File: src/rtl/core/brp_pkg.sv
package brp_pkg;

  localparam int unsigned DIM_W       = 11;
  localparam int unsigned APB_DW      = 32;
  localparam int unsigned APB_AW      = 3;
  localparam int unsigned AXIS_DW     = 8;
  localparam int unsigned QUEUE_DEPTH = 4;
  localparam int unsigned QUEUE_PW    = 2;

  typedef enum logic {
    OP_LOAD = 1'b0,
    OP_EMIT = 1'b1
  } op_e;

  typedef enum logic {
    REG_FRAME_WIDTH  = 1'b0,
    REG_FRAME_HEIGHT = 1'b1
  } reg_idx_e;

  typedef struct packed {
    logic             sel;
    logic             enable;
    logic             write;
    reg_idx_e         idx;
    logic [DIM_W-1:0] wdata;
  } apb_req_t;

  typedef struct packed {
    op_e  op;
    logic pixel;
    logic row_end;
    logic frame_end;
    logic x_start;
    logic y_start;
  } cmd_flags_t;

  typedef struct packed {
    logic loaded;
    logic load_origin;
  } front_stat_t;

endpackage

File: src/rtl/core/brp_front.sv
module brp_front #(
  parameter int unsigned MAX_WIDTH  = 1024,
  parameter int unsigned MAX_HEIGHT = 1024,
  parameter int unsigned XW         = 10,
  parameter int unsigned YW         = 10
) (
  input  logic                        clk_i,
  input  logic                        rst_ni,
  input  brp_pkg::apb_req_t           apb_i,
  output logic [brp_pkg::APB_DW-1:0]  prdata_o,
  input  logic                        in_valid_i,
  input  brp_pkg::op_e                in_op_i,
  input  logic                        in_pixel_i,
  output logic                        in_ready_o,
  output logic                        cmd_valid_o,
  output brp_pkg::cmd_flags_t         cmd_flags_o,
  output logic [XW-1:0]               cmd_x_o,
  output logic [YW-1:0]               cmd_y_o,
  input  logic                        cmd_ready_i,
  output brp_pkg::front_stat_t        stat_o
);

  localparam logic [brp_pkg::DIM_W-1:0] WidthRst =
      brp_pkg::DIM_W'(MAX_WIDTH < 1024 ? MAX_WIDTH : 1024);
  localparam logic [brp_pkg::DIM_W-1:0] HeightRst =
      brp_pkg::DIM_W'(MAX_HEIGHT < 1024 ? MAX_HEIGHT : 1024);

  function automatic logic [brp_pkg::DIM_W-1:0] clamp_dim(
      input logic [brp_pkg::DIM_W-1:0] v, input int unsigned maxv);
    logic [brp_pkg::DIM_W-1:0] r;
    r = v;
    if (v == '0) begin
      r = brp_pkg::DIM_W'(1);
    end else if (32'(v) > maxv) begin
      r = brp_pkg::DIM_W'(maxv);
    end
    return r;
  endfunction

  logic [brp_pkg::DIM_W-1:0] width_q, width_d, height_q, height_d;
  logic [XW-1:0]             lx_q, lx_d, ex_q, ex_d;
  logic [YW-1:0]             ly_q, ly_d, ey_q, ey_d;
  logic                      loaded_q, loaded_d;

  logic cfg_wr, in_acc, is_load;
  logic lx_end, ly_end, ex_end, ey_end, load_origin;
  logic x_end, y_end;

  assign cfg_wr      = apb_i.sel && apb_i.enable && apb_i.write;
  assign in_ready_o  = cmd_ready_i;
  assign in_acc      = in_valid_i && in_ready_o;
  assign is_load     = (in_op_i == brp_pkg::OP_LOAD);

  assign lx_end      = (32'(lx_q) + 32'd1) == 32'(width_q);
  assign ly_end      = (32'(ly_q) + 32'd1) == 32'(height_q);
  assign ex_end      = (32'(ex_q) + 32'd1) == 32'(width_q);
  assign ey_end      = (32'(ey_q) + 32'd1) == 32'(height_q);
  assign load_origin = (lx_q == '0) && (ly_q == '0);

  assign prdata_o = (apb_i.idx == brp_pkg::REG_FRAME_HEIGHT) ?
                    brp_pkg::APB_DW'(height_q) : brp_pkg::APB_DW'(width_q);

  // frame size registers and frame counters
  always_comb begin
    width_d  = width_q;
    height_d = height_q;
    lx_d     = lx_q;
    ly_d     = ly_q;
    ex_d     = ex_q;
    ey_d     = ey_q;
    loaded_d = loaded_q;
    if (cfg_wr) begin
      if (apb_i.idx == brp_pkg::REG_FRAME_HEIGHT) begin
        height_d = clamp_dim(apb_i.wdata, MAX_HEIGHT);
      end else begin
        width_d = clamp_dim(apb_i.wdata, MAX_WIDTH);
      end
      lx_d     = '0;
      ly_d     = '0;
      ex_d     = '0;
      ey_d     = '0;
      loaded_d = 1'b0;
    end else if (in_acc) begin
      if (is_load) begin
        if (load_origin) begin
          ex_d     = '0;
          ey_d     = '0;
          loaded_d = 1'b0;
        end
        if (lx_end && ly_end) begin
          lx_d     = '0;
          ly_d     = '0;
          loaded_d = 1'b1;
        end else if (lx_end) begin
          lx_d = '0;
          ly_d = ly_q + 1'b1;
        end else begin
          lx_d = lx_q + 1'b1;
        end
      end else if (loaded_q) begin
        if (ex_end && ey_end) begin
          ex_d = '0;
          ey_d = '0;
        end else if (ex_end) begin
          ex_d = '0;
          ey_d = ey_q + 1'b1;
        end else begin
          ex_d = ex_q + 1'b1;
        end
      end
    end
  end

  always_ff @(posedge clk_i or negedge rst_ni) begin
    if (!rst_ni) begin
      width_q  <= WidthRst;
      height_q <= HeightRst;
      lx_q     <= '0;
      ly_q     <= '0;
      ex_q     <= '0;
      ey_q     <= '0;
      loaded_q <= 1'b0;
    end else begin
      width_q  <= width_d;
      height_q <= height_d;
      lx_q     <= lx_d;
      ly_q     <= ly_d;
      ex_q     <= ex_d;
      ey_q     <= ey_d;
      loaded_q <= loaded_d;
    end
  end

  // command toward the back end
  always_comb begin
    cmd_x_o = is_load ? lx_q : ex_q;
    cmd_y_o = is_load ? ly_q : ey_q;
    x_end   = is_load ? lx_end : ex_end;
    y_end   = is_load ? ly_end : ey_end;
    cmd_flags_o.op        = in_op_i;
    cmd_flags_o.pixel     = in_pixel_i;
    cmd_flags_o.row_end   = x_end;
    cmd_flags_o.frame_end = x_end && y_end;
    cmd_flags_o.x_start   = (cmd_x_o == '0);
    cmd_flags_o.y_start   = (cmd_y_o == '0);
  end

  // emits before a complete frame are dropped here
  assign cmd_valid_o = in_acc && (is_load || loaded_q);

  assign stat_o.loaded      = loaded_q;
  assign stat_o.load_origin = load_origin;

endmodule

File: config.mk
export PLATFORM = sky130hd
export DESIGN_NAME = brp_front
export DESIGN_NICKNAME = d
export VERILOG_FILES = /design/src/rtl/core/brp_pkg.sv /design/src/rtl/core/brp_front.sv
export SDC_FILE = /design/constraint.sdc
export NUM_CORES = 1
export LEC_CHECK = 0
export BUFFER_PORTS_ARGS = -buffer_cell sky130_fd_sc_hd__buf_2
export CAP_MARGIN = 30
export CORE_MARGIN = 1
export CORE_UTILIZATION = 30
export CTS_BUF_LIST = sky130_fd_sc_hd__clkbuf_16
export DETAILED_ROUTE_END_ITERATION = 10
export GPL_TIMING_DRIVEN = 0
export SLEW_MARGIN = 30
export SYNTH_ARGS = -nofsm -noshare
export SYNTH_HDL_FRONTEND = slang
export SYNTH_SLANG_ARGS = --single-unit
File: constraint.sdc
create_clock -name clk_i -period 2.4 [get_ports clk_i]
set_input_delay 0.24 -clock clk_i [delete_from_list [all_inputs] [get_ports clk_i]]
set_output_delay 0.24 -clock clk_i [all_outputs]
set_load 0.1 [all_outputs]
Word-level counts from Yosys, hierarchy flattened
Cells that the tools add are included.
{ "word_totals": {"inputBits": 21, "output_inout_bits": 62, "regBits": 63} }
{ "classes": {"muxes": 35, "addsub": 8, "eq_ne": 7, "n_lt_le_gt_ge": 1, "n_reduce_logical": 25, "bitwise": 2} }
{ "ops": {"columns": ["cell", "n"], "rows": [
  ["2-to-1 mux 10 bit", 25],
  ["adder 10 x 1 -> 11 bit (second input constant)", 4],
  ["== test 11 bit", 4],
  ["adder 10 x 1 -> 10 bit (second input constant)", 4],
  ["logical NOT 10 bit", 4],
  ["2-to-1 mux 11 bit", 3],
  ["> comparator 11 bit (second input constant)", 1],
  ["logical NOT 11 bit", 1],
  ["AND reduction 3 bit", 3],
  ["nonzero test 3 bit", 3],
  ["logical AND 1 bit", 8],
  ["2-to-1 mux 1 bit", 7],
  ["AND reduction 2 bit", 3],
  ["!= test 4 x 1 -> 1 bit (second input constant)", 1],
  ["AND reduction 4 bit", 1],
  ["!= test 3 x 1 -> 1 bit (second input constant)", 1],
  ["!= test 2 x 1 -> 1 bit (second input constant)", 1],
  ["NOT 1 bit", 2],
  ["nonzero test 2 bit", 1],
  ["logical OR 1 bit", 1]
]} }

Longest topological paths before layout
{ "depth": {"depth_word": 8, "ltp_mapped": 11} }

Worst setup path after synthesis
OpenSTA, ideal clock, no wires.
{ "synth_timing": {"path_type": "register to output", "from": "register ly_q[0]", "to": "output port cmd_flags_o[2] (netlist name)", "t_required_ns": 2.160, "arrival_ns": 4.072, "setup_slack_ns": -1.912, "path_buffers": 1, "stages_incl_launch_ff": 10, "cell_sequence": "dfrtp_1 -> ha_1 -> and2_1 -> buf_2 -> o21a_1 -> o31ai_1 -> o2111ai_1 -> nor3_1 -> nand2_1 -> o21ai_0"} }
{ "synth_lines": {"columns": ["item", "line_no", "source"], "rows": [
  ["from (decl)", "brp_front.sv:42", "logic [YW-1:0] ly_q, ly_d, ey_q, ey_d;"],
  ["from (signal assigned)", "brp_front.sv:127", "ly_q <= ly_d;"],
  ["to (decl)", "brp_front.sv:16", "output brp_pkg::cmd_flags_t cmd_flags_o,"]
]} }

==> impl_metrics.yaml <==
sta:
  skew_ns: 0.0119
  relSlewSlack: 0.503
  min_period_ns: 2.87
  finalHoldViolCount: 0
  timing.final.crit_share: 1.20
  tightest_slew_ns: 0.741
  tns_ns: -6.93
  holdWs_ns: 0.190
  setup_viol: 38
  timing.final.max_slew_violations: 0
  fmax_mhz: 348
  finalWorstSetupSlack_ns: -0.473
  rsz0062_at_grt: "true"
cts:
  cts_sinks: 63
  insertion_delay_ns: 0.34
  clock_path_buffers: 2
  clk_pin_slew_ns: 0.06
  cts_buffers: 9
  cts-root-buf: "clkbuf_16"
  htreeDepth: 3
  cts_tree: "built"
synth:
  synth_edf_count: 0
  async_reset_ff_frac: 1.00
  ys_seq_area_frac: 0.299
  synth_area_sq_mm: 0.00528
  yosysUniqueCellTypes: 73
  syn_area_per_cell_sq_um: 8.18
  synthCells: 646
  synth_top_flop_cell: "dfrtp_1"
  ys_warn_count: 0
  synth-seq-cells: 63
pwr:
  peakVddDrop_mv: 0.445
  leakagePower_nw: 3.28
  p_total_mw: 4.89
  power_density_mw_per_mm2: 624
grt:
  grt_max_degree: 43
  overflow: 0
  grt_pass1_vias: 5139
  grt_pass1_wl_um: 28200
  grtUsageTotal: 0.200
  antenna_found_initial: 0
place:
  gp_congestion: 0.908
  pre_cts_ws_ns: -0.828
  post-dp-hpwl_um: 12400
  post-place-cells: 951
  placed_area_sq_mm: 0.00615
  io_buffers: 59
status:
  outcome: "complete, but fails checks"
  violations: "setup timing"
die:
  io-pin-count: 83
  die_x_um: 135
  initial_utilization: 0.307
  core-area_sq_mm: 0.0172
  die-area_sq_mm: 0.0181
  row_count: 48
  die_y_um: 135
worst_setup_path:
  setup.worst_path.end_class: "output pin"
  critPathArrivalTime_ns: 2.63
  worstPathRequired_ns: 2.16
  cp-start-kind: "flop"
  r2r-start: "ex_q[3]"
  path_max_fanout: 5
  path_class: "flop to output pin"
  timing.critical_path.from: "ex_q[3]"
finish:
  final_common_cell: "buf_4"
  finalNetCount: 827
  instances_no_fill: 1030
  n_fill_cell: 1606
  syn2layout_area_growth_pct: 48.1
  layout_common_cells: "95 x buf_4, 65 x nand2_1, 56 x buf_2, 45 x dfrtp_1, 35 x o21ai_0"
  final_core_util: 0.454
  multi_input_area_sq_mm: 0.00403
  antennaDiodeCount: 0
  seq_area_sq_mm: 0.00160
  drive_gt1_frac: 0.460
  final_area_sq_mm: 0.00783
route:
  drc: 0
  avgRoutedWirePerCell_um: 18.0
  via_count: 5658
  drt_wl_total_um: 18500
  first_iter_violations: 555
  drt-pass1-iter-count: 4
  postRouteAntennaNets: 0
  vias_per_cell: 5.49
min_path:
  worstHoldStart: "apb_i[1]"
  hold_path_class: "input pin to flop"
run:
  maxCapViolCount: 0
[routing by layer]
layer  global-route usage  vias to the layer above  share of wire
li1                     -                     2603              -
met1                0.266                     2721           0.42
met2                0.322                      287           0.48
met3               0.0402                       47          0.074
met4               0.0662                        0          0.024
met5                    0                        -              0
[what timing repair did]
action,CTS,global route
setup buffers,39,38
setup endpoints to repair,50,46
hold endpoints to repair,19,0
resized for setup,102,108
hold buffers,1,0
gates cloned,1,0
pin swaps,28,41
[cells in the mapped netlist (all sizes together) (3+ instances only)]
library cell / n / share of area
o211ai: 8 / 0.011
xnor2: 28 / 0.046
a21o: 5 / 0.0073
or2: 3 / 0.0036
inv: 12 / 0.0085
a22o: 4 / 0.0066
o31ai: 11 / 0.018
nand2b: 18 / 0.021
a31oi: 9 / 0.011
nor2: 35 / 0.025
mux2: 29 / 0.062
nor4: 17 / 0.027
o2111ai: 3 / 0.0050
nor4b: 5 / 0.011
or3: 7 / 0.0092
mux2i: 6 / 0.011
o21a: 6 / 0.0085
o21ai: 58 / 0.056
xor2: 12 / 0.020
buf: 49 / 0.059
o41ai: 6 / 0.0099
dfrtp: 61 / 0.29
nor3: 24 / 0.025
nor2b: 5 / 0.0059
nand4b: 3 / 0.0050
and3: 12 / 0.014
a21oi: 25 / 0.024
and2: 4 / 0.0047
or4: 4 / 0.0057
clkbuf: 29 / 0.021
ha: 6 / 0.014
a211oi: 4 / 0.0057
nand2: 76 / 0.054
and4: 3 / 0.0050
and3b: 3 / 0.0050
nand3: 24 / 0.025
nand4: 8 / 0.0095
[registers in the layout, summed over array words and instances (netlist names)]
name,count
ly_q,10
ex_q,10
width_q,11
ey_q,10
lx_q,10
loaded_q,1
height_q,11
[worst paths after layout]
check,cells after the start,slack (ns),to
max,9,-0.47,cmd_flags_o[2]
min,3,0.19,width_q[1]
max reg2reg,11,-0.37,ey_q[4]
min in group asynchronous,2,0.34,lx_q[2]
min reg2reg,2,0.57,ey_q[3]
max in group asynchronous,3,1.53,ey_q[0]
[power by group]
part	internal, mW	switching [mW]
Combinational	0.652	1.27
Clock	1.03	0.569
Sequential	1.16	0.196
[cell type report]
cell class / instances / share of cell area
flip-flops and latches: 63 / 0.204
clock inverters: 7 / 0.0160
clock buffers: 9 / 0.0288
repair buffers: 134 / 0.130
inverters: 12 / 0.00608
plain buffers: 67 / 0.0641
well taps: 225 / 0.0360
multi-input cells: 513 / 0.515
[logic make-up after synthesis]
| group | Yosys count | synth area share |
|---|---|---|
| AND/OR/NAND/NOR | 257 | 0.267 |
| AO/OA/AOI/OAI | 154 | 0.191 |
| buffers and inverters | 90 | 0.0890 |
| flip-flops | 63 | 0.299 |
| XOR/XNOR | 40 | 0.0663 |
| multiplexers | 35 | 0.0732 |
| adder cells (fa/ha/maj) | 6 | 0.0142 |
| other | 1 | 0.000710 |
[critical path, cell delays in order, from the launching register on]
cell	delay [ns]
dfrtp_1	0.36
buf_6	0.15
nand3_4	0.09
or3_4	0.40
a311o_1	0.32
a2111oi_4	0.23
and4bb_4	0.33
nand3_4	0.09
o21ai_4	0.11
buf_12	0.20
Power figures use the tool's default switching activity.
