===== config.mk =====
export PLATFORM = sky130hd
export DESIGN_NAME = brp_fifo
export DESIGN_NICKNAME = d
export VERILOG_FILES = /design/src/rtl/core/brp_pkg.sv /design/src/rtl/core/brp_fifo.sv
export SDC_FILE = /design/constraint.sdc
export NUM_CORES = 1
export LEC_CHECK = 0
export ABC_AREA = 1
export BUFFER_PORTS_ARGS = -buffer_cell sky130_fd_sc_hd__buf_2
export CAP_MARGIN = 20
export CORE_ASPECT_RATIO = 1.5
export CORE_MARGIN = 5
export CORE_UTILIZATION = 59
export CTS_BUF_LIST = sky130_fd_sc_hd__clkbuf_4 sky130_fd_sc_hd__clkbuf_8
export DETAILED_ROUTE_END_ITERATION = 12
export PLACE_DENSITY = 0.77
export SETUP_SLACK_MARGIN = 0.02
export SYNTH_ARGS = -nofsm -noshare
export SYNTH_HDL_FRONTEND = slang
export SYNTH_SLANG_ARGS = --single-unit

===== constraint.sdc =====
create_clock -name clk_i -period 1.8 [get_ports clk_i]
set_input_delay 0.09 -clock clk_i [delete_from_list [all_inputs] [get_ports clk_i]]
set_output_delay 0.09 -clock clk_i [all_outputs]
set_load 0.03 [all_outputs]

===== src/rtl/core/brp_pkg.sv =====
package brp_pkg;

  localparam int unsigned DIM_W       = 11;
  localparam int unsigned APB_DW      = 32;
  localparam int unsigned APB_AW      = 3;
  localparam int unsigned AXIS_DW     = 8;
  localparam int unsigned QUEUE_DEPTH = 4;
  localparam int unsigned QUEUE_PW    = 2;

  typedef enum logic {
    OP_LOAD = 1'b0,
    OP_EMIT = 1'b1
  } op_e;

  typedef enum logic {
    REG_FRAME_WIDTH  = 1'b0,
    REG_FRAME_HEIGHT = 1'b1
  } reg_idx_e;

  typedef struct packed {
    logic             sel;
    logic             enable;
    logic             write;
    reg_idx_e         idx;
    logic [DIM_W-1:0] wdata;
  } apb_req_t;

  typedef struct packed {
    op_e  op;
    logic pixel;
    logic row_end;
    logic frame_end;
    logic x_start;
    logic y_start;
  } cmd_flags_t;

  typedef struct packed {
    logic loaded;
    logic load_origin;
  } front_stat_t;

endpackage


===== src/rtl/core/brp_fifo.sv =====
module brp_fifo #(
  parameter int unsigned DW = 8
) (
  input  logic          clk_i,
  input  logic          rst_ni,
  input  logic          push_valid_i,
  output logic          push_ready_o,
  input  logic [DW-1:0] push_data_i,
  output logic          pop_valid_o,
  input  logic          pop_ready_i,
  output logic [DW-1:0] pop_data_o
);

  logic [DW-1:0]                 mem_q [brp_pkg::QUEUE_DEPTH];
  logic [brp_pkg::QUEUE_PW-1:0]  wr_ptr_q, rd_ptr_q;
  logic [brp_pkg::QUEUE_PW:0]    count_q, count_d;
  logic                          push, pop;

  assign push_ready_o = (32'(count_q) < brp_pkg::QUEUE_DEPTH);
  assign pop_valid_o  = (count_q != '0);
  assign push         = push_valid_i && push_ready_o;
  assign pop          = pop_valid_o && pop_ready_i;
  assign pop_data_o   = mem_q[rd_ptr_q];

  always_comb begin
    count_d = count_q;
    if (push && !pop) begin
      count_d = count_q + 1'b1;
    end else if (pop && !push) begin
      count_d = count_q - 1'b1;
    end
  end

  always_ff @(posedge clk_i or negedge rst_ni) begin
    if (!rst_ni) begin
      wr_ptr_q <= '0;
      rd_ptr_q <= '0;
      count_q  <= '0;
    end else begin
      count_q <= count_d;
      if (push) begin
        wr_ptr_q <= wr_ptr_q + 1'b1;
      end
      if (pop) begin
        rd_ptr_q <= rd_ptr_q + 1'b1;
      end
    end
  end

  always_ff @(posedge clk_i) begin
    if (push) begin
      mem_q[wr_ptr_q] <= push_data_i;
    end
  end

endmodule


# == Yosys cells after proc, flatten, opt, wreduce, memory -nomap -nowiden ==
# Memories as Yosys holds them, arrays and structs flattened.
# Cells that the tools add are included.
# totals
ramBits,32
memories,1
register_bits,7
elab_cells,21
in_bits,12
output_inout_bits,10
# mem_list
memory,words,word_bits,read_ports,rd_clocked_by_memory_dff,write_ports,line,text
mem_q,4,8,1,0,1,brp_fifo.sv:14,logic [DW-1:0] mem_q [brp_pkg::QUEUE_DEPTH];
# op_classes
magnitude_cmp,1
reduce_logical,8
add_sub_neg,4
n_mux,4
# op_table
cell,n
$mux 3,2
$add 2x1->2 const B,2
$logic_and 1x1->1,4
$add 3x1->3 const B,1
$lt 3x3->1 const B,1
$reduce_bool 3->1,1
$sub 3x1->3 const B,1
$logic_not 1->1,2
$mux 1,2
$reduce_bool 2->1,1

# == Depth between registers and ports, before layout ==
# Gate-level depths: netlist of run 1.
# depth
depth_word,6
ltp_mapped,11

# == Worst setup path after synthesis of run 1 ==
# Ideal clock, no wire load.
# synth_path
kind,register to register
start,register count_q[2] (netlist name)
end,register count_q[2] (netlist name)
arrival_time_ps,1776
slack_ps,-93
required_time_ps,1683
stages_incl_launch_ff,11
n_path_buf,0
cell_sequence,dfrtp_1 > inv_2 > nand2_1 > nand2_1 > ha_1 > inv_1 > fa_1 > nand2_1 > nand3_1 > nand2_1 > nand2_1
# synth_between
elab_chain_cells,5
word_cells_on_any_way,13
# synth_lines
element,line,text
start: declaration,brp_fifo.sv:16,"logic [brp_pkg::QUEUE_PW:0] count_q, count_d;"
start signal: assignment,brp_fifo.sv:40,count_q <= count_d;
$lt 3x3->1 (*),brp_fifo.sv:19,assign push_ready_o = (32'(count_q) < brp_pkg::QUEUE_DEPTH);
via push_ready_o,brp_fifo.sv:7,"output logic push_ready_o,"
$logic_and 1x1->1 (*),brp_fifo.sv:21,assign push = push_valid_i && push_ready_o;
$logic_not 1->1,brp_fifo.sv:29,end else if (pop && !push) begin
$logic_and 1x1->1,brp_fifo.sv:29,
$reduce_bool 2->1 (no line),--,
# Mark *: on every way through the listed nets, which the timed path passes. The rest lies on a longest branch. The select of a mux whose other input is x is not followed.
# A chain may end at the register's enable or synchronous reset.

# == Final worst setup path of run 1 ==
# layout_path
start,register count_q[0] (netlist name)
end,register count_q[2] (netlist name)
# layout_between
elab_chain_cells,5
word_cells_on_any_way,13
# layout_lines
element,line
$lt 3x3->1 / $reduce_bool 3->1 (equally long branches),"brp_fifo.sv:19, brp_fifo.sv:20"
"$logic_and 1x1->1, on equally long branches","brp_fifo.sv:21, brp_fifo.sv:22"
"$logic_not 1->1, on equally long branches","brp_fifo.sv:29, brp_fifo.sv:27"
"$logic_and 1x1->1, on equally long branches","brp_fifo.sv:29, brp_fifo.sv:27"
$reduce_bool 2->1 (no line) / $mux 3 (equally long branches),--
# Parallel ways exist; a longest one is shown, timed or not. The select of a mux whose other input is x is not followed.

==> results of run 1 <==
==> final cells by class <==
class | count | share of cell area (%)
clock inverters | 2 | 0.379
multi-input cells | 75 | 21.7
well taps | 39 | 2.46
inverters | 30 | 5.81
clock buffers | 6 | 3.85
repair buffers | 29 | 8.46
flip-flops and latches | 39 | 57.4
==> synth_stat cells (all sizes together) <==
cell type / n / area share [%]
nand4: 1 / 0.37
clkbuf: 1 / 0.80
o211ai: 16 / 7.0
fa: 1 / 1.2
ha: 5 / 3.7
inv: 30 / 6.6
nand2: 41 / 9.0
nor2: 5 / 1.1
o21ai: 1 / 0.29
dfrtp: 7 / 10
xor2: 1 / 0.51
edfxtp: 32 / 56
xnor2: 1 / 0.51
nand3: 3 / 0.88
buf: 3 / 1.8
==> cells by family (layout without fill, tap and decap cells) <==
| family | after synthesis | count (layout) | synth area share, % |
|---|---|---|---|
| AND/OR/NAND/NOR | 50 | 50 | 11.3 |
| XOR/XNOR | 2 | 2 | 1.02 |
| adder cells (fa/ha/maj) | 6 | 6 | 4.82 |
| flip-flops | 39 | 39 | 66.4 |
| AO/OA/AOI/OAI | 17 | 17 | 7.31 |
| buffers and inverters | 34 | 67 | 9.14 |
==> layout by cell type, fill, tap and decap left out, drive strengths merged <==
cell type,count
buf,28
clkbuf,6
clkinv,2
dfrtp,7
dlygate4sd3,1
edfxtp,32
fa,1
ha,5
inv,30
nand2,41
nand3,3
nand4,1
nor2,5
o211ai,16
o21ai,1
xnor2,1
xor2,1
==> timing repair <==
action,CTS,global route
endpoints found under the setup margin,0,4
hold endpoints to repair,7,0
gates resized for setup,0,6
setup buffers,0,2
hold buffers,1,0
==> flip-flops by register name (all words and copies together), names as in the netlist <==
register and count:
mem_q 32, count_q 3, rd_ptr_q 2, wr_ptr_q 2
==> metrics by stage <==
| stage | instance area [µm²] | setup slack (ns) | total power, W | std cells | utilization (%) |
|---|---|---|---|---|---|
| 2_1_floorplan | 1710 | 0.0341 | 0.00238 | 148 | - |
| 3_3_place_gp | 1860 | 0.144 | 0.00262 | 209 | 65.3 |
| 3_5_place_dp | 1860 | 0.0436 | 0.00273 | 209 | 65.3 |
| 4_1_cts | 1960 | 0.0293 | 0.00326 | 218 | 68.6 |
| 5_1_grt | 1980 | 0.0126 | 0.00354 | 220 | 69.4 |
| 6_report | 1980 | 0.116 | 0.00330 | 220 | 69.4 |
==> power by group <==
part | total (W) | leakage [nW] | switching, W | internal [W]
clock | 0.000542 | 0.0437 | 0.000263 | 0.000279
sequential | 0.00130 | 0.376 | 0.000120 | 0.00118
combinational | 0.00145 | 0.466 | 0.000987 | 0.000465
total | 0.00330 | 0.885 | 0.00137 | 0.00193
==> worst register-to-register path: cells and delay by family (launching register included) <==
| kind | cells | cell delay, ns |
|---|---|---|
| AND/OR/NAND/NOR | 7 | 0.57 |
| adder cells (fa/ha/maj) | 2 | 0.55 |
| flip-flops | 1 | 0.40 |
| buffers and inverters | 1 | 0.06 |
==> routing by layer <==
metal | wire length (µm) | GRT usage (%) | part of all wire (%)
met3 | 180 | 6.27 | 5.9
met2 | 1750 | 28.6 | 57
met5 | 0 | 0 | 0
met1 | 1070 | 17.2 | 35
met4 | 51 | 8.48 | 1.7
==> path summary, 6_finish.rpt <==
check | endpoint | slack [ns] | cells past startpoint
worst max-delay path | count_q[2]$_DFFE_PN0P_ | 0.12 | 10
worst min-delay path | mem_q[1][6]$_DFFE_PP_ | 0.02 | 1
worst max register to register | count_q[2]$_DFFE_PN0P_ | 0.12 | 10
worst min register to register | count_q[2]$_DFFE_PN0P_ | 0.50 | 2
max in group asynchronous | wr_ptr_q[0]$_DFFE_PN0P_ | 1.48 | 2
min in group asynchronous | count_q[0]$_DFFE_PN0P_ | 0.16 | 2
==> out/qor.log, run 1 <==
INFO  sta            finalClockSkew=0.00314ns
INFO  worst_setup_path setup.worst_path.end_class=register
INFO  die            die_w=54.0µm
INFO  yosys          synth.yosys.seq_area_share=66.4%
INFO  sta            rsz_0062_raised_after_global_routing=no
INFO  grt            grt_pass1_wl=4.89mm
INFO  layout         area_used_by_multi_input_combinational_logic=429µm²
INFO  layout         layout-drive-gt1-share=23.2%
INFO  layout         n_antenna_cell=0
INFO  worst_setup_path critPathMaxStageDelay=0.40ns
INFO  grt            grt_overflow_total=0
INFO  placement      dpl.hpwl=2.14mm
INFO  yosys          ffs_latches_synth=39
INFO  die            floorplan.die.height=76.0µm
INFO  detailed_routing wl=3.05mm
INFO  grt            groute.usage.overall=16.9%
INFO  yosys          post_synth_inst_count=148
INFO  power          power-per-cell-area=1670nW/µm²
INFO  yosys          syn-num-nets=166
INFO  clock_network  clock_sinks=39
INFO  worst_setup_path worstPathRequired=1.98ns
INFO  clock_network  clkTransAtPathRegs=0.07ns
INFO  grt            grt_start_max_net_pins=34
INFO  die            core_box_area=2850µm²
INFO  worst_setup_path cp_common_cell=nand2_1
INFO  layout         n_fill_cell=218
INFO  die            floorplan.rows=24
INFO  power          power.ir.vdd_worst=1360µV
INFO  worst_setup_path timing.critical_path.slowest_stage_cell=dfrtp_1
INFO  sta            maxSlewHeadroom=73.6%
INFO  clock_network  cts_tree=done
INFO  worst_setup_path critical_path.max_fanout=5
INFO  min_path       hold_path.startpoint=push_data_i[6]
INFO  job            max_cap_viol_count=0
INFO  yosys          syn-cell-area=1710µm²
INFO  sta            drv_slew=0
INFO  die            floorplan.die_area=4100µm²
INFO  worst_setup_path worst_setup_path_start_kind=register
INFO  layout         area_growth=15.7%
INFO  worst_setup_path critPathLaunch=count_q[0]$_DFFE_PN0P_
INFO  placement      place_congestion=0.700
INFO  sta            final_min_period_over_clock_period=93.6%
INFO  clock_network  clock_buffer_count_from_cts=5
INFO  worst_setup_path timing.critical_path.max_delay_family=simple AND/OR/NAND/NOR gates
INFO  detailed_routing via_per_inst=5.18
INFO  die            top_level_ports=22
INFO  detailed_routing first_pass_iters=4
INFO  die            starting_density=60.0%
INFO  yosys          synthDistinctLibCells=17
INFO  yosys          synth.yosys.warnings=0
INFO  clock_network  max_root_sink_buffers=2
INFO  min_path       timing.hold.worst.class=in -> reg
INFO  sta            worstMarginPinSlew=0.397ns
INFO  sta            setup_viol_count_final=0
INFO  worst_setup_path crit_arrival=1.86ns
INFO  grt            grt_antenna_before_repair=0
INFO  sta            timing.final.hold_violations=0
INFO  worst_setup_path timing.critical_path.cells=nor2_2 -> nand2_2 -> nand2_2 -> ha_2 -> inv_1 -> fa_1 -> nand2_1 -> nand3_1 -> nand2_1 -> nand2_1
INFO  layout         finish.net_count=198
INFO  sta            clock.fmax=0.594GHz
INFO  run_status     run_status=completed
INFO  power          p_leak=0.885nW
INFO  clock_network  clock-root-buffer=clkbuf_8
INFO  detailed_routing final_routed_wire_length_divided_by_cell_count=13.9µm
INFO  detailed_routing drtIter0Drc=44
INFO  sta            setup-tns-final=0ns
INFO  clock_network  worst_skew_late_latency=0.28ns
INFO  sta            min_period=1.68ns
INFO  detailed_routing antenna_left=0
INFO  placement      place.port_buffers=21
INFO  grt            via_count_of_the_first_global_routing_pass=1160
INFO  worst_setup_path criticalPathCategory=reg -> reg
INFO  worst_setup_path worstReg2RegStart=count_q[0]$_DFFE_PN0P_
INFO  detailed_routing num_vias=1139
INFO  clock_network  clock_tree.htree_level_count=2
INFO  layout         layout.area.seq=1140µm²
INFO  detailed_routing route.detailed.drc=0
INFO  sta            fin_hold_ws=0.0207ns
INFO  yosys          postSynthAreaPerCell=11.6µm²
INFO  worst_setup_path critPathBufInv=1
Note: power is estimated with default switching activity, not from simulation.
==> inputs of run 2 (changes only) <==
- PLACE_DENSITY: 0.77 -> 0.81
==> run 2 against run 1 <==
Effect of this change:
- first-iteration DRC count grew 68%
- critical path type unchanged
- routed wire length grew 1.2%
- critical endpoint unchanged
- power grew 3.4%
- cell count grew 0.91%
- clock skew grew 0.0046 ns
==> out/qor.log, run 2 (synthesis gave the netlist of run 1 again) <==
INFO  run_status     run_status=completed
INFO  detailed_routing via_per_inst=5.01 [-3.2%]
INFO  die            floorplan.rows=24 [unchanged]
INFO  worst_setup_path timing.critical_path.slowest_stage_cell=dfrtp_1
INFO  worst_setup_path critical_path.max_fanout=5 [unchanged]
INFO  power          power.share.sequential=38.4% [-1.1 points]
INFO  worst_setup_path worst_setup_path_start_kind=register
INFO  grt            grt_antenna_before_repair=0 [unchanged]
INFO  detailed_routing antenna_left=0 [unchanged]
INFO  worst_setup_path timing.critical_path.cells=nor2_2 -> nand2_2 -> nand2_2 -> ha_4 -> inv_2 -> fa_2 -> inv_1 -> nand2_1 -> nand4_1 -> nand2_1
INFO  worst_setup_path setup.worst_path.end_class=register
INFO  worst_setup_path crit_arrival=1.86ns [about the same]
INFO  grt            grt_pass1_wl=5.10mm [+4.4%]
INFO  min_path       cell_depth_of_the_worst_min_delay_path=1 [unchanged]
INFO  min_path       hold_path.startpoint=push_data_i[4]
INFO  worst_setup_path reg2reg_depth=10 [unchanged]
INFO  sta            final.setup.worst_slack=0.108ns [-0.00813 ns]
INFO  sta            timing.final.hold_violations=0 [unchanged]
INFO  layout         most-common-layout-cells=nand2_1, edfxtp_1, inv_1, buf_2, o211ai_1
INFO  detailed_routing drtIter0Drc=74 [+68%]
INFO  clock_network  clkTransAtPathRegs=0.07ns [about the same]
INFO  die            core_box_area=2850µm² [unchanged]
INFO  layout         max_reg_flops=32 [unchanged]
INFO  clock_network  max_root_sink_buffers=2 [unchanged]
INFO  placement      dp_slack=-0.0253ns [-0.0689 ns]
INFO  detailed_routing final_routed_wire_length_divided_by_cell_count=13.9µm [+0.27%]
INFO  worst_setup_path r2r_end=count_q[2]$_DFFE_PN0P_
INFO  layout         regMostFlops=mem_q
INFO  die            top_level_ports=22 [unchanged]
INFO  grt            grt_start_max_net_pins=34 [unchanged]
INFO  detailed_routing first_pass_iters=4 [unchanged]
INFO  sta            final_min_period_over_clock_period=94.0% [+0.45 points]
INFO  layout         area_growth=18.1%
INFO  sta            rsz_0062_raised_after_global_routing=yes
INFO  power          power-per-cell-area=1690nW/µm² [+1.2%]
INFO  layout         reg_top3=mem_q: 32 flops, count_q: 3 flops
INFO  worst_setup_path setup.reg_to_reg.worst_slack=0.11ns [about the same]
INFO  clock_network  cts_tree=done
INFO  die            die_w=54.0µm [unchanged]
INFO  worst_setup_path criticalPathCategory=reg -> reg
INFO  clock_network  clock_sinks=39 [unchanged]
INFO  placement      place_congestion=0.685 [-2.1%]
INFO  sta            min_period=1.69ns [+0.00813 ns]
INFO  clock_network  clock_buffer_count_from_cts=5 [unchanged]
INFO  sta            worstMarginPinSlew=0.369ns [-0.0279 ns]
INFO  detailed_routing route.detailed.drc=0 [unchanged]
INFO  sta            finalClockSkew=0.00771ns [+0.00457 ns]
INFO  grt            groute.usage.overall=17.4% [+0.46 points]
INFO  die            floorplan.die_area=4100µm² [unchanged]
INFO  placement      dpl.hpwl=2.18mm [+1.8%]
INFO  layout         n_fill_cell=189 [-13%]
INFO  layout         layoutNonFillerInstCount=222 [+0.91%]
INFO  layout         finish.net_count=200 [+1.0%]
INFO  sta            fin_hold_ws=0.0155ns [-0.00526 ns]
INFO  power          netSwitchingFraction=40.8% [-0.70 points]
INFO  grt            grt_overflow_total=0 [unchanged]
INFO  placement      place.port_buffers=21 [unchanged]
INFO  power          switching_pwr=0.00139W [+1.6%]
INFO  power          clock_power_share=17.3% [+0.9 points]
INFO  die            floorplan.die.height=76.0µm [unchanged]
INFO  power          power_frac_comb=44.3% [+0.3 points]
INFO  min_path       timing.hold.worst.class=in -> reg
INFO  die            starting_density=60.0% [unchanged]
INFO  power          p_leak=0.904nW [+2.1%]
INFO  layout         most_common_library_cell_in_the_layout_ignoring_fill_and_taps=nand2_1
INFO  worst_setup_path worstPathRequired=1.97ns [about the same]
INFO  detailed_routing wl=3.09mm [+1.2%]
INFO  sta            clock.fmax=0.591GHz [-0.48%]
INFO  sta            drv_slew=0 [unchanged]
INFO  detailed_routing num_vias=1113 [-2.3%]
INFO  grt            via_count_of_the_first_global_routing_pass=1151 [-0.78%]
INFO  clock_network  worst_skew_late_latency=0.29ns [about the same]
INFO  clock_network  clock-root-buffer=clkbuf_8
INFO  power          power.ir.vdd_worst=1100µV [-19%]
INFO  power          post-layout-total-power=0.00341W [+3.4%]
INFO  worst_setup_path worstReg2RegStart=count_q[1]$_DFFE_PN0P_
INFO  sta            setup_viol_count_final=0 [unchanged]
INFO  power          internal-power=0.00202W [+4.6%]
INFO  placement      placedCellCount=209 [unchanged]
INFO  min_path       holdPathEnd=mem_q[3][4]$_DFFE_PP_
INFO  clock_network  clock_tree.htree_level_count=2 [unchanged]
INFO  layout         n_antenna_cell=0 [unchanged]
INFO  worst_setup_path critPathMaxStageDelay=0.40ns [about the same]
INFO  job            max_cap_viol_count=0 [unchanged]
INFO  layout         layout-drive-gt1-share=26.8% [+3.6 points]
INFO  sta            maxSlewHeadroom=75.4% [+1.9 points]
INFO  sta            setup-tns-final=0ns [unchanged]
-- run 2: routing by layer --
layer / routed length (µm) / global-route usage, % / up-vias / share of wire (%)
met5: 0 / 0 / - / 0
met4: 55 / 5.99 / 0 / 1.8
met3: 168 / 5.29 / 6 / 5.4
met2: 1760 / 31.9 / 33 / 57
met1: 1110 / 17.2 / 523 / 36
li1: - / - / 551 / -
-- run 2: metrics by stage --
step	utilization [%]	cell area, µm²
6_report	70.9	2020
3_3_place_gp	65.3	1860
2_1_floorplan	-	1710
4_1_cts	69.5	1980
3_5_place_dp	65.3	1860
5_1_grt	70.9	2020
-- run 2: critical path: cells and delay by family, from the launching register on --
kind | cells | cell delay [ns]
fa+ha+maj | 2 | 0.51
buf+inv | 2 | 0.12
flops | 1 | 0.40
simple gates | 6 | 0.55
-- run 2: power by group through the flow --
stage / Combinational, W / Sequential (W) / Clock, W
finish: 0.00151 / 0.00131 / 0.000591
global route: 0.00167 / 0.00133 / 0.000654
CTS: 0.00144 / 0.00130 / 0.000603
detailed placement: 0.00138 / 0.00133 / 0
global placement: 0.00130 / 0.00132 / 0
floorplan: 0.00111 / 0.00127 / 0
-- run 2: worst max-delay path by stage --
| stage | start | end | slack (ns) | cells past startpoint |
|---|---|---|---|---|
| global route | count_q[1]$_DFFE_PN0P_ | count_q[2]$_DFFE_PN0P_ | -0.02 | 10 |
| floorplan | count_q[2]$_DFFE_PN0P_ | count_q[2]$_DFFE_PN0P_ | 0.03 | 10 |
| finish | count_q[1]$_DFFE_PN0P_ | count_q[2]$_DFFE_PN0P_ | 0.11 | 10 |
| detailed placement | count_q[0]$_DFFE_PN0P_ | count_q[2]$_DFFE_PN0P_ | -0.03 | 10 |
| CTS | count_q[0]$_DFFE_PN0P_ | count_q[2]$_DFFE_PN0P_ | 0.03 | 10 |
| global placement | count_q[0]$_DFFE_PN0P_ | count_q[2]$_DFFE_PN0P_ | 0.15 | 10 |
-- run 2: repair_timing --
item                                    CTS  global route
buffers inserted                          2             2
hold buffers                              1             0
pin swaps                                 0             2
hold endpoints to repair                  7             0
endpoints found under the setup margin    1             5
gates resized for setup                   0            10
cloned                                    0             0
-- run 2: area by class of cell --
| cell class | instances | area [µm²] | share of cell area, % |
|---|---|---|---|
| multi-input combinational | 75 | 444 | 22.0 |
| inverter | 30 | 115 | 5.69 |
| timing repair buffer | 31 | 183 | 9.03 |
| clock buffer | 7 | 90.1 | 4.46 |
| sequential | 39 | 1140 | 56.2 |
| tap | 39 | 48.8 | 2.41 |
| clock inverter | 1 | 5.00 | 0.248 |
==> inputs of run 3 (changes only) <==
- CAP_MARGIN: 20 -> unset
- CORE_UTILIZATION: 59 -> 30
- PLACE_DENSITY: 0.81 -> unset
==> run 3 against run 2 <==
Effect of this change:
- register-to-register slack better by 0.06 ns
- hold slack better by 0.0068 ns
- fmax is 3.4% higher
==> out/qor.log, run 3 (synthesis gave the netlist of run 1 again) <==
INFO  run_status     run_status=completed
INFO  worst_setup_path critPathLaunch=count_q[0]$_DFFE_PN0P_
INFO  power          clock_power_share=17.5% [+0.2 points]
INFO  worst_setup_path worstReg2RegStart=count_q[0]$_DFFE_PN0P_
INFO  placement      place.port_buffers=21 [unchanged]
INFO  power          p_leak=0.889nW [-1.7%]
INFO  grt            grt_overflow_total=0 [unchanged]
INFO  sta            fin_hold_ws=0.0222ns [+0.00675 ns]
INFO  power          switching_pwr=0.00133W [-4.6%]
INFO  grt            grt_pass1_wl=4.52mm [-11%]
INFO  die            floorplan.die_area=7350µm² [+79%]
INFO  power          power.ir.vdd_worst=412µV [-63%]
INFO  grt            via_count_of_the_first_global_routing_pass=962 [-16%]
INFO  clock_network  clkTransAtPathRegs=0.07ns [about the same]
INFO  placement      placedCellCount=240 [+15%]
INFO  die            die_w=71.7µm [+33%]
INFO  layout         n_antenna_cell=0 [unchanged]
INFO  worst_setup_path timing.critical_path.slowest_stage_cell=dfrtp_1
INFO  clock_network  max_root_sink_buffers=2 [unchanged]
INFO  placement      dp_slack=0.0739ns [+0.0992 ns]
INFO  sta            maxSlewHeadroom=73.4% [-2.0 points]
INFO  layout         finish.net_count=197 [-1.5%]
INFO  sta            clock.fmax=0.611GHz [+3.4%]
INFO  worst_setup_path setup.reg_to_reg.worst_slack=0.16ns [+0.06 ns]
INFO  sta            final_min_period_over_clock_period=90.9% [-3.1 points]
INFO  worst_setup_path reg2reg_depth=10 [unchanged]
INFO  worst_setup_path worst_setup_path_start_kind=register
INFO  job            max_cap_viol_count=0 [unchanged]
INFO  clock_network  worst_skew_late_latency=0.29ns [about the same]
INFO  grt            grt_antenna_before_repair=0 [unchanged]
INFO  sta            finalClockSkew=0.00817ns [+0.000463 ns]
INFO  die            core_box_area=5490µm² [+92%]
INFO  worst_setup_path setup.worst_path.end_class=register
INFO  layout         layout-drive-gt1-share=22.8% [-4.0 points]
INFO  detailed_routing drtIter0Drc=29 [-61%]
INFO  clock_network  clock-root-buffer=clkbuf_8
INFO  die            top_level_ports=22 [unchanged]
INFO  die            starting_density=31.2% [-29 points]
INFO  clock_network  clock_sinks=39 [unchanged]
INFO  min_path       timing.hold.worst.class=in -> reg
INFO  worst_setup_path crit_path_to=count_q[2]$_DFFE_PN0P_
INFO  sta            setup-tns-final=0ns [unchanged]
INFO  detailed_routing route.detailed.drc=0 [unchanged]
INFO  clock_network  clock_buffer_count_from_cts=5 [unchanged]
INFO  placement      place_congestion=0.719 [+5.0%]
INFO  worst_setup_path worstPathRequired=1.98ns [about the same]
INFO  detailed_routing first_pass_iters=4 [unchanged]
INFO  clock_network  cts_tree=done
INFO  worst_setup_path r2r_end=count_q[2]$_DFFE_PN0P_
INFO  sta            drv_slew=0 [unchanged]
INFO  placement      postPlaceCellArea=1900µm² [+2.1%]
INFO  grt            groute.usage.overall=8.44% [-8.9 points]
INFO  sta            min_period=1.64ns [-0.0564 ns]
INFO  sta            worstMarginPinSlew=0.399ns [+0.0307 ns]
INFO  layout         fin_area=2010µm² [-0.37%]
INFO  worst_setup_path cp_common_cell=nand2_1
INFO  sta            final.setup.worst_slack=0.164ns [+0.0564 ns]
INFO  die            floorplan.die.height=103µm [+35%]
INFO  worst_setup_path criticalPathCategory=reg -> reg
INFO  worst_setup_path crit_arrival=1.82ns [-0.04 ns]
INFO  worst_setup_path critical_path.max_fanout=5 [unchanged]
INFO  layout         most-common-layout-cells=nand2_1, edfxtp_1, inv_1, buf_2, o211ai_1
INFO  layout         area_growth=17.7%
INFO  die            floorplan.rows=33 [+38%]
INFO  clock_network  clock_tree.htree_level_count=2 [unchanged]
INFO  power          netSwitchingFraction=40.8% [-0.061 points]
INFO  sta            timing.final.hold_violations=0 [unchanged]
INFO  power          power-per-cell-area=1620nW/µm² [-4.1%]
INFO  worst_setup_path timing.critical_path.cells=nor2_2 -> nand2_2 -> nand2_1 -> ha_1 -> inv_1 -> fa_2 -> nand2_1 -> nand3_1 -> nand2_1 -> nand2_1
INFO  sta            setup_viol_count_final=0 [unchanged]
INFO  worst_setup_path critPathMaxStageDelay=0.42ns [+0.02 ns]
INFO  detailed_routing num_vias=1074 [-3.5%]
INFO  power          power.share.sequential=40.3% [+1.9 points]
INFO  grt            grt_start_max_net_pins=34 [unchanged]
INFO  layout         regMostFlops=mem_q
INFO  layout         max_reg_flops=32 [unchanged]
INFO  power          internal-power=0.00193W [-4.4%]
INFO  layout         reg_top3=mem_q: 32 flops, count_q: 3 flops
INFO  min_path       cell_depth_of_the_worst_min_delay_path=1 [unchanged]
INFO  detailed_routing antenna_left=0 [unchanged]
INFO  placement      dpl.hpwl=2.01mm [-7.7%]
INFO  sta            rsz_0062_raised_after_global_routing=no
INFO  detailed_routing final_routed_wire_length_divided_by_cell_count=11.6µm [-17%]
INFO  detailed_routing via_per_inst=4.30 [-14%]
INFO  layout         most_common_library_cell_in_the_layout_ignoring_fill_and_taps=nand2_1
INFO  detailed_routing wl=2.90mm [-6.2%]
INFO  layout         layoutNonFillerInstCount=250 [+13%]
INFO  power          power_frac_comb=42.1% [-2.2 points]
## run 3: cell types whose count changed in the layout (fill, tap and decap cells not counted), sizes merged
cell / change
buf: -3
## run 3: how the worst min path moves through the flow
| stage | startpoint | endpoint | slack, ns |
|---|---|---|---|
| 2_1_floorplan | rst_ni | count_q[0]$_DFFE_PN0P_ | -0.21 |
| 3_3_place_gp | rst_ni | count_q[0]$_DFFE_PN0P_ | -0.06 |
| 3_5_place_dp | rst_ni | count_q[0]$_DFFE_PN0P_ | -0.06 |
| 4_1_cts | push_data_i[5] | mem_q[1][5]$_DFFE_PP_ | 0.01 |
| 5_1_grt | push_data_i[6] | mem_q[3][6]$_DFFE_PP_ | 0.02 |
| 6_report | push_data_i[4] | mem_q[2][4]$_DFFE_PP_ | 0.02 |
## run 3: through the flow
stage / power [W] / util (%)
after global placement: 0.00267 / 34.6
after global routing: 0.00348 / 36.7
after CTS: 0.00327 / 36.4
final: 0.00326 / 36.7
after floorplan: 0.00238 / -
after detailed placement: 0.00269 / 34.6
## run 3: power by group through the flow
stage	clock network (W)	registers, W	logic, W
after floorplan	0	0.00127	0.00111
after global placement	0	0.00132	0.00135
after detailed placement	0	0.00133	0.00136
after CTS	0.000589	0.00131	0.00137
after global routing	0.000626	0.00133	0.00153
final	0.000571	0.00131	0.00137
## run 3: worst max-delay path, delay by kind of cell (launching register included)
kind | cells | cell delay [ns]
and+or+nand+nor | 7 | 0.55
DFF | 1 | 0.42
buffers and inverters | 1 | 0.07
adders and majority gates | 2 | 0.50
## run 3: layout make-up
| class | count | area (µm²) |
|---|---|---|
| fillers | 549 | 3480 |
| clock buffers | 7 | 83.8 |
| well taps | 70 | 87.6 |
| flip-flops and latches | 39 | 1140 |
| repair buffers | 28 | 160 |
| clock inverters | 1 | 5.00 |
| multi-input cells | 75 | 427 |
| inverters | 30 | 115 |
## run 3: repair_timing
| item | CTS | global route |
|---|---|---|
| gates resized for setup | 0 | 4 |
| hold buffers | 1 | 0 |
| hold endpoints to repair | 7 | 0 |
| endpoints found under the setup margin | 0 | 2 |
| setup buffers | 0 | 1 |
## run 3: metal layers
metal | GRT usage (%) | share of wire [%]
met1 | 8.32 | 39
met3 | 2.63 | 4.6
met4 | 5.64 | 3.0
met5 | 0 | 0
met2 | 15.0 | 54
